File: src/sv/hhlp_pkg.sv
// ----------------------------------------------------------------------------
// hhlp_pkg
// Shared types and constants for the HTTP header line parser: byte codes,
// parse phases, byte classes, error codes and the result beat layout.
// ----------------------------------------------------------------------------
package hhlp_pkg;

  localparam int unsigned LEN_W = 10;
  localparam logic [LEN_W-1:0] LEN_MAX = '1;
  localparam logic [LEN_W-1:0] VALUE_LIMIT_RESET = 10'd256;

  // Characters that drive the grammar.
  localparam logic [7:0] CH_COLON = 8'h3A;
  localparam logic [7:0] CH_SPACE = 8'h20;
  localparam logic [7:0] CH_CR    = 8'h0D;
  localparam logic [7:0] CH_LF    = 8'h0A;

  // Parse phases; unused codes behave like the start phase.
  typedef enum logic [3:0] {
    PH_START  = 4'd0,
    PH_NAME   = 4'd1,
    PH_COLON  = 4'd2,
    PH_VALUE  = 4'd3,
    PH_CR     = 4'd4,
    PH_LF     = 4'd5,
    PH_END_CR = 4'd6,
    PH_BODY   = 4'd7,
    PH_ERROR  = 4'd8
  } phase_t;

  typedef enum logic [1:0] {
    CLS_DELIM = 2'd0,
    CLS_NAME  = 2'd1,
    CLS_VALUE = 2'd2,
    CLS_BODY  = 2'd3
  } byte_class_t;

  typedef enum logic [2:0] {
    ERR_NONE      = 3'd0,
    ERR_CRLF_NAME = 3'd1,
    ERR_NO_SPACE  = 3'd2,
    ERR_TOO_LONG  = 3'd3,
    ERR_NO_LF     = 3'd4
  } error_code_t;

  // One result beat.
  typedef struct packed {
    error_code_t      error_code;
    logic [LEN_W-1:0] value_length;
    logic [LEN_W-1:0] name_length;
    logic             header_done;
    logic             pair_done;
    byte_class_t      byte_class;
  } result_t;

endpackage

File: src/sv/hhlp_fsm.sv
// ----------------------------------------------------------------------------
// hhlp_fsm
// Grammar state machine with name and value counters and the sticky error.
// Computes the result of the current byte combinationally and advances the
// state on each accepted beat.
// ----------------------------------------------------------------------------
module hhlp_fsm (
  input  logic                      clk,
  input  logic                      rst,
  input  logic                      accept,
  input  logic [7:0]                data_byte,
  input  logic                      clear_parser,
  input  logic [hhlp_pkg::LEN_W-1:0] value_limit,
  output hhlp_pkg::result_t         result
);
  import hhlp_pkg::*;

  phase_t           phase, phase_next;
  logic [LEN_W-1:0] name_count, name_count_next;
  logic [LEN_W-1:0] value_count, value_count_next;
  error_code_t      latched_error, latched_error_next;

  // Starting point of this byte after an optional clear.
  phase_t           phase_cur;
  logic [LEN_W-1:0] name_cur;
  logic [LEN_W-1:0] value_cur;
  error_code_t      error_cur;
  logic             is_crlf;

  assign phase_cur = clear_parser ? PH_START : phase;
  assign name_cur  = clear_parser ? '0 : name_count;
  assign value_cur = clear_parser ? '0 : value_count;
  assign error_cur = clear_parser ? ERR_NONE : latched_error;
  assign is_crlf   = data_byte inside {CH_CR, CH_LF};

  // Next state, counters and error.
  always_comb begin
    phase_next         = phase_cur;
    name_count_next    = name_cur;
    value_count_next   = value_cur;
    latched_error_next = error_cur;
    case (phase_cur)
      PH_NAME: begin
        if (data_byte == CH_COLON) begin
          phase_next = PH_COLON;
        end else if (is_crlf) begin
          phase_next         = PH_ERROR;
          latched_error_next = ERR_CRLF_NAME;
        end else if (name_cur != LEN_MAX) begin
          name_count_next = name_cur + 1'b1;
        end
      end
      PH_COLON: begin
        if (data_byte == CH_SPACE) begin
          value_count_next = '0;
          phase_next       = PH_VALUE;
        end else begin
          phase_next         = PH_ERROR;
          latched_error_next = ERR_NO_SPACE;
        end
      end
      PH_VALUE: begin
        if (data_byte == CH_CR) begin
          phase_next = PH_CR;
        end else if (value_cur >= value_limit) begin
          phase_next         = PH_ERROR;
          latched_error_next = ERR_TOO_LONG;
        end else begin
          value_count_next = value_cur + 1'b1;
        end
      end
      PH_CR: begin
        if (data_byte == CH_LF) begin
          phase_next = PH_LF;
        end else begin
          phase_next         = PH_ERROR;
          latched_error_next = ERR_NO_LF;
        end
      end
      PH_LF: begin
        if (data_byte == CH_CR) begin
          phase_next = PH_END_CR;
        end else if (data_byte == CH_LF) begin
          phase_next         = PH_ERROR;
          latched_error_next = ERR_CRLF_NAME;
        end else begin
          phase_next       = PH_NAME;
          name_count_next  = LEN_W'(1);
          value_count_next = '0;
        end
      end
      PH_END_CR: begin
        if (data_byte == CH_LF) begin
          phase_next = PH_BODY;
        end else begin
          phase_next         = PH_ERROR;
          latched_error_next = ERR_NO_LF;
        end
      end
      PH_BODY, PH_ERROR: begin
        phase_next = phase_cur;
      end
      default: begin
        // Start phase: skip leading CR/LF, anything else opens a name.
        if (is_crlf) begin
          phase_next = PH_START;
        end else begin
          phase_next       = PH_NAME;
          name_count_next  = LEN_W'(1);
          value_count_next = '0;
        end
      end
    endcase
  end

  // Result of this byte.
  always_comb begin
    result              = '0;
    result.error_code   = latched_error_next;
    case (phase_cur)
      PH_NAME: begin
        if (data_byte != CH_COLON && !is_crlf) begin
          result.byte_class = CLS_NAME;
        end
      end
      PH_VALUE: begin
        if (data_byte != CH_CR && value_cur < value_limit) begin
          result.byte_class = CLS_VALUE;
        end
      end
      PH_CR: begin
        if (data_byte == CH_LF) begin
          result.pair_done    = 1'b1;
          result.name_length  = name_cur;
          result.value_length = value_cur;
        end
      end
      PH_LF: begin
        if (!is_crlf) begin
          result.byte_class = CLS_NAME;
        end
      end
      PH_END_CR: begin
        result.header_done = (data_byte == CH_LF);
      end
      PH_BODY: begin
        result.byte_class = CLS_BODY;
      end
      PH_COLON, PH_ERROR: begin
        result.byte_class = CLS_DELIM;
      end
      default: begin
        if (!is_crlf) begin
          result.byte_class = CLS_NAME;
        end
      end
    endcase
  end

  // State registers, advanced once per accepted beat.
  always_ff @(posedge clk) begin
    if (rst) begin
      phase         <= PH_START;
      name_count    <= '0;
      value_count   <= '0;
      latched_error <= ERR_NONE;
    end else if (accept) begin
      phase         <= phase_next;
      name_count    <= name_count_next;
      value_count   <= value_count_next;
      latched_error <= latched_error_next;
    end
  end

endmodule

File: src/sv/hhlp_out_buf.sv
// ----------------------------------------------------------------------------
// hhlp_out_buf
// Output register with a skid entry. Takes a result beat whenever the skid
// entry is empty, so the input side keeps moving while one result waits.
// ----------------------------------------------------------------------------
module hhlp_out_buf (
  input  logic                clk,
  input  logic                rst,
  input  logic                in_valid,
  output logic                in_ready,
  input  hhlp_pkg::result_t   in_result,
  output logic                out_valid,
  input  logic                out_ready,
  output hhlp_pkg::result_t   out_result
);
  import hhlp_pkg::*;

  logic    skid_valid;
  result_t skid_result;
  logic    push;
  logic    out_load;

  assign in_ready = !skid_valid;
  assign push     = in_valid && !skid_valid;
  assign out_load = !out_valid || out_ready;

  // Control: output and skid occupancy.
  always_ff @(posedge clk) begin
    if (rst) begin
      out_valid  <= 1'b0;
      skid_valid <= 1'b0;
    end else if (out_load) begin
      out_valid  <= skid_valid || push;
      skid_valid <= 1'b0;
    end else if (push) begin
      skid_valid <= 1'b1;
    end
  end

  // Payload moves with the control above.
  always_ff @(posedge clk) begin
    if (out_load) begin
      if (skid_valid) begin
        out_result <= skid_result;
      end else if (push) begin
        out_result <= in_result;
      end
    end else if (push) begin
      skid_result <= in_result;
    end
  end

endmodule

File: src/sv/http_header_line_parser_core.sv
// ----------------------------------------------------------------------------
// http_header_line_parser_core
// Each result beat is registered, through the skid entry if the output stalls,
// once its header byte is taken. Throughput: one byte per cycle while the skid
// entry is empty; a skid entry keeps input flowing for one stalled output beat.
// Reset (rst, synchronous): parser returns to the start phase with counts and
// error cleared, output buffer empties, value_limit returns to 256.
// ----------------------------------------------------------------------------
module http_header_line_parser_core (
  input  logic        clk,
  input  logic        rst,
  // Input beats.
  input  logic        s_tvalid,
  output logic        s_tready,
  input  logic [7:0]  s_tdata,   // [7:0] data_byte
  input  logic [0:0]  s_tuser,   // [0] clear_parser
  // Result beats.
  output logic        m_tvalid,
  input  logic        m_tready,
  output logic [23:0] m_tdata,   // [9:0] name_length, [19:10] value_length,
                                 // [22:20] error_code, [23] zero
  output logic [3:0]  m_tuser,   // [1:0] byte_class, [2] pair_done, [3] header_done
  // Configuration: value_limit.
  input  logic        cfg_valid,
  output logic        cfg_ready,
  input  logic [9:0]  cfg_data
);
  import hhlp_pkg::*;

  logic [LEN_W-1:0] value_limit;
  result_t          fsm_result;
  result_t          out_result;
  logic             accept;

  assign cfg_ready = 1'b1;
  assign accept    = s_tvalid && s_tready;

  // Value length limit register.
  always_ff @(posedge clk) begin
    if (rst) begin
      value_limit <= VALUE_LIMIT_RESET;
    end else if (cfg_valid && cfg_ready) begin
      value_limit <= cfg_data;
    end
  end

  hhlp_fsm u_fsm (
    .clk          (clk),
    .rst          (rst),
    .accept       (accept),
    .data_byte    (s_tdata),
    .clear_parser (s_tuser[0]),
    .value_limit  (value_limit),
    .result       (fsm_result)
  );

  hhlp_out_buf u_out_buf (
    .clk        (clk),
    .rst        (rst),
    .in_valid   (s_tvalid),
    .in_ready   (s_tready),
    .in_result  (fsm_result),
    .out_valid  (m_tvalid),
    .out_ready  (m_tready),
    .out_result (out_result)
  );

  // Pack the result beat onto the stream fields.
  assign m_tdata = {1'b0, out_result.error_code, out_result.value_length,
                    out_result.name_length};
  assign m_tuser = {out_result.header_done, out_result.pair_done,
                    out_result.byte_class};

endmodule
File: config.mk
export PLATFORM = sky130hd
export DESIGN_NAME = http_header_line_parser_core
export DESIGN_NICKNAME = d
export VERILOG_FILES = /design/src/sv/hhlp_pkg.sv /design/src/sv/hhlp_fsm.sv /design/src/sv/hhlp_out_buf.sv /design/src/sv/http_header_line_parser_core.sv
export SDC_FILE = /design/constraint.sdc
export NUM_CORES = 1
export LEC_CHECK = 0
export ABC_CLOCK_PERIOD_IN_PS = 4100
export BUFFER_PORTS_ARGS = -buffer_cell sky130_fd_sc_hd__buf_2
export CAP_MARGIN = 20
export CORE_MARGIN = 3
export CORE_UTILIZATION = 45
export CTS_CLUSTER_SIZE = 12
export DETAILED_ROUTE_END_ITERATION = 12
export GPL_TIMING_DRIVEN = 0
export SLEW_MARGIN = 20
export SYNTH_ARGS = -nofsm -noshare
export SYNTH_HDL_FRONTEND = slang
export SYNTH_SLANG_ARGS = --single-unit
File: constraint.sdc
create_clock -name clk -period 4.1 [get_ports clk]
set_clock_uncertainty 0.05 [all_clocks]
set_input_delay 0.41 -clock clk [delete_from_list [all_inputs] [get_ports clk]]
set_output_delay 0.41 -clock clk [all_outputs]
set_load 0.05 [all_outputs]
======== After elaboration in Yosys (flattened, before gate mapping) ========
Cells that the tools add are included.
operators by class
  add/subtract/negate cells ............... 2
  equal/unequal tests ..................... 15
  muxes and demuxes ....................... 49
  bitwise operators ....................... 1
  $lt $le $gt $ge ......................... 2
  reduce and logical (&&, ||, !) cells .... 18
operators by type and width
  kind                                           number
  two-way mux 10 bit                             14
  two-way mux 27 bit                             2
  two-way mux 20 bit                             2
  two-way mux 4 bit                              10
  one-hot mux 10 bit (4 select lines)            1
  one-hot mux 10 bit (3 select lines)            1
  one-hot mux 4 bit (7 select lines)             1
  two-way mux 3 bit                              9
  adder 10 x 1 -> 10 bit, second input constant  2
  == test 4 x 3 -> 1 bit, second input constant  4
  == test 8 x 4 -> 1 bit, second input constant  2
  == test 8 x 6 -> 1 bit, second input constant  2
  one-hot mux 3 bit (5 select lines)             1
  >= comparator 10 bit                           1
  < comparator 10 bit                            1
  != test 10 bit, second input constant          1
  == test 4 x 2 -> 1 bit, second input constant  2
  != test 8 x 4 -> 1 bit, second input constant  1
  != test 8 x 6 -> 1 bit, second input constant  1
  one-hot mux 2 bit (4 select lines)             1
  two-way mux 1 bit                              6
  OR reduction 2 bit                             3
  OR reduction 6 bit                             1
  OR reduction 5 bit                             1
  other kinds (10)                               17
storage, ports and cells
  register bits after elaboration ......... 93
  logic and storage cells ................. 106
  input port bits ......................... 24

======== Logic depth before layout (Yosys ltp) ========
  word-level depth ........................ 8
  mapped depth ............................ 12

======== By module ========
From an unflattened synthesis, not the netlist that was laid out.
unflattened totals
  cells, all modules ...................... 512
  area total of the unflattened synthesis .. 5158.7 µm²
by module, submodules not included
  module                        times used  area an instance (µm²)  cells each
  hhlp_fsm                      1           2732.6                  382
  hhlp_out_buf                  1           2042.0                  93
  http_header_line_parser_core  1           384.1                   37

======== Worst setup path after synthesis ========
No wires, ideal clock.
  kind .................................... input -> register
  start point ............................. input s_tuser
  end point ............................... register u_fsm.value_count[2]
  stages on the path ...................... 11
  required time ........................... 3928 ps
  arrival time ............................ 2911 ps
  slack ................................... 1017 ps
  path through ............................ clkbuf_1 -> buf_2 -> buf_1 -> nor2b_1 -> ha_1 -> a21oi_1 -> o21a_1 -> o221ai_1 -> nor3_1 -> a2111oi_0 -> a221o_1
on the way
  word-level cells in the longest chain between the ends .. 5
RTL lines
  element                                                                line                                RTL
  start: declaration                                                     http_header_line_parser_core.sv:16  input logic [0:0] s_tuser,
  two-way mux 10 bit                                                     hhlp_fsm.sv:32                      assign value_cur = clear_parser ? '0 : value_count;
  adder 10 x 1 -> 10 bit / >= comparator 10 bit (equally long branches)  hhlp_fsm.sv:69, hhlp_fsm.sv:65
  two-way mux 10 bit                                                     hhlp_fsm.sv:65                      end else if (value_cur >= value_limit) begin
  two-way mux 10 bit                                                     hhlp_fsm.sv:63                      if (data_byte == CH_CR) begin
  one-hot mux 10 bit (4 select lines) (*)                                hhlp_fsm.sv:42                      case (phase_cur)
  end signal: assignment                                                 hhlp_fsm.sv:170                     value_count <= value_count_next;
  end: declaration                                                       hhlp_fsm.sv:20                      logic [LEN_W-1:0] value_count, value_count_next;
Mark *: on every way between the ends. The rest lies on a longest branch, timed or not.
A chain may end at the register's enable or synchronous reset.

======== Worst setup path in the final report ========
  start point ............................. input s_tuser
  end point ............................... register u_fsm.phase[0]
on the way
  word-level cells in the longest chain between the ends .. 5
RTL lines
  element                                 line             RTL
  two-way mux 10 bit                      hhlp_fsm.sv:32
  >= comparator 10 bit                    hhlp_fsm.sv:65
  two-way mux 4 bit                       hhlp_fsm.sv:65
  two-way mux 4 bit                       hhlp_fsm.sv:63
  one-hot mux 4 bit (7 select lines) (*)  hhlp_fsm.sv:42
  end signal: assignment                  hhlp_fsm.sv:168  phase <= phase_next;
  end: declaration                        hhlp_fsm.sv:18   phase_t phase, phase_next;
Marked as above.

==> reports/results.tsv <==
stage	metric	value	unit
run_status	status	finished, final reports clean	
synthesis	synthTopCellsByCount	54 x edfxtp_1, 52 x nand2_1, 39 x dfxtp_1	
synthesis	synth_cells	535	
timing	tightestPinTransition	885	ps
clock_network	cts-root-buf	clkbuf_16	
worst_setup_path	cp_max_fo	19	
grt	track_usage	22.5	%
worst_setup_path	cp_top_family	buffers and inverters	
timing	holdWs	232	ps
worst_setup_path	path_class	primary input to flip-flop	
clock_network	cts_buffer_depth	2	
timing	hold_violations	0	
synthesis	yosysMostFrequentCell	edfxtp_1	
worst_setup_path	crit_arrival	3970	ps
synthesis	async_flop_share	0	%
grt	grt_busiest_layer	met1	
synthesis	ys_seq_area_share	46.7	%
clock_network	cts_setup_buffers	0	
placed_design	dp_cells	727	
clock_network	clk_pin_slew	70	ps
worst_setup_path	slowest_delay	530	ps
clock_network	insertion_delay	350	ps
finish	final_util	53.7	%
finish	layout.cell_area.non_filler	5920	µm²
synthesis	yosysUniqueCellTypes	72	
worst_setup_path	required	4280	ps
synthesis	synth_flop_cell	edfxtp_1	
routing	wl	14200	µm
worst_setup_path	worst_setup_path_start_kind	primary input	
timing	final-setup-viol-count	0	
grt	grtUsageMet3	4.65	%
placed_design	hpwl	10600	µm
floorplanning	die_area	12800	µm²
hold_path	hold_class	primary input to flip-flop	
routing	vias	4425	
placed_design	place.gp.congestion	0.932	
floorplanning	chipHeight	113	µm
synthesis	synth_nets	571	
clock_network	cts_htree_levels	3	
power	power.density	388	nW/µm²
finish	fin_cells	742	
power	report.power.total	0.00230	W
grt	use_met1	33.3	%
timing	period_needed	3780	ps
worst_setup_path	slowest_stage	buf_2	
finish	diodes	0	
routing	drcViolationCount	0	
grt	gr-total-overflow	0	
routing	ant_nets	0	
floorplanning	chipWidth	113	µm
worst_setup_path	crit_chain	buf_2 -> clkbuf_1 -> buf_2 -> nor2b_1 -> ha_1 -> nand2_1 -> o21a_1 -> o221ai_1 -> nor3_1 -> or3_1 -> a41o_1	
synthesis	yosysTopAreaCellShare	31.5	%
placed_design	port_buffers	52	
clock_network	cts_tree	built	
finish	fin_nets	633	
worst_setup_path	crit_path_frequent_cell	buf_2	
finish	area_growth	15.1	%
grt	use_met2	33.2	%
synthesis	syn_area	5150	µm²
placed_design	place_area	5590	µm²
synthesis	synth_area_leaders	edfxtp_1 32%, dfxtp_1 15%, mux2_2 3.9%, nand2_1 3.8%, ha_1 2.9%	
worst_setup_path	cp-end-kind	flip-flop	
timing	relSlewSlack	40.6	%
synthesis	yosysWarnings	0	
floorplanning	start_util	46.7	%
clock_network	cts_sinks	93	
grt	antenna_found_initial	0	
timing	fin_crit_sh	92.3	%
clock_network	post_cts_resized	0	
power	leakage	2.28	nW
routing	drt_iter0_markers	494	
clock_network	cts_hold_buffers	0	
synthesis	postSynthAreaPerCell	9.62	µm²
grt	grt_max_degree	28	
floorplanning	core_area	11000	µm²
finish	drive_gt1_share	17.9	%
synthesis	synth_area_leader_cell	edfxtp_1	
synthesis	synth_edf_count	54	
routing	vias_per_cell	5.96	
timing	fmax	264	MHz
power	peakVddDrop	0.283	mV
routing	wl_per_cell	19.2	µm
synthesis	yosys_register_bits	93	
floorplanning	row_count	38	
routing	dr.pass1.iters	7	
clock_network	cts_inserted_buffers	9	
grt	grt_pass1_wl	22400	µm
grt	grt_pass1_vias	4030	
timing	drv_slew	0	
job	cap_viol_max_count	0	
floorplanning	ios	55	
timing	rsz0062_at_grt	no	
worst_setup_path	crit_buf_inv	3	
report_power, final:
part / switching (W) / total [W] / internal, W
Sequential: 0.0000160 / 0.00104 / 0.00103
Clock: 0.000382 / 0.000939 / 0.000557
Combinational: 0.000226 / 0.000314 / 0.0000880
state kept, by name, indices dropped and copies added (netlist names):
| signal | flops |
|---|---|
| u_out_buf.out_result | 27 |
| u_fsm.value_count | 10 |
| u_fsm.name_count | 10 |
| u_out_buf.skid_result | 27 |
| u_out_buf.out_valid | 1 |
| u_out_buf.skid_valid | 1 |
| u_fsm.latched_error | 3 |
| u_fsm.phase | 4 |
| value_limit | 10 |
per-layer routing:
metal  vias to the layer above  wire [µm]
met5                         -          0
met4                         0        255
met3                        18        902
met2                       151       6300
met1                      2123       6780
li1                       2133          -
layout by cell type (no fill, tap or decap), drive strengths merged, types with 9 or more instances in the layout:
master / synthesis / final
mux2: 18 / 18
o21ai: 24 / 24
nor3: 17 / 17
mux2i: 9 / 9
nand2: 52 / 52
and2: 24 / 24
a21oi: 27 / 27
clkbuf: 21 / 31
buf: 10 / 61
dfxtp: 39 / 39
o31ai: 13 / 13
nand3: 22 / 22
ha: 12 / 12
edfxtp: 54 / 54
nor2: 38 / 38
inv: 20 / 23
nor2b: 13 / 13
logic make-up after synthesis:
family | after synthesis | share of synthesized area [%]
AO/OA/AOI/OAI | 133 | 18.3
XOR/XNOR | 2 | 0.340
adder cells (fa/ha/maj) | 12 | 2.92
buffers and inverters | 51 | 3.94
flip-flops | 93 | 46.7
multiplexers | 27 | 5.69
other | 2 | 0.146
AND/OR/NAND/NOR | 215 | 22.0
final cells by class:
class / count / area, µm²
fillers: 1005 / 5110
multi-input cells: 391 / 2560
flip-flops and latches: 93 / 2400
repair buffers: 52 / 260
clock buffers: 10 / 239
well taps: 140 / 175
plain buffers: 30 / 124
clock inverters: 6 / 91.3
inverters: 20 / 75.1
worst min-delay path, stage by stage:
cell	delay (ps)
buf_2	80
nand2_1	40
o211ai_1	60
metrics by stage:
stage	TNS (ps)	setup WS (ps)
2_1_floorplan	0	1020
3_3_place_gp	-938	-275
3_5_place_dp	-871	-281
4_1_cts	0	92.7
5_1_grt	0	108
6_report	0	316
worst paths after layout:
kind / endpoint / startpoint / cells past startpoint / slack [ps]
worst max-delay path: u_fsm.phase[0] / s_tuser / 11 / 320
worst min-delay path: value_limit[8] / cfg_data[8] / 3 / 230
worst max register to register: u_fsm.value_count[1] / u_fsm.value_count[7] / 7 / 1090
worst min register to register: u_fsm.latched_error[0] / u_fsm.latched_error[0] / 2 / 440
Power figures use the tool's default switching activity.
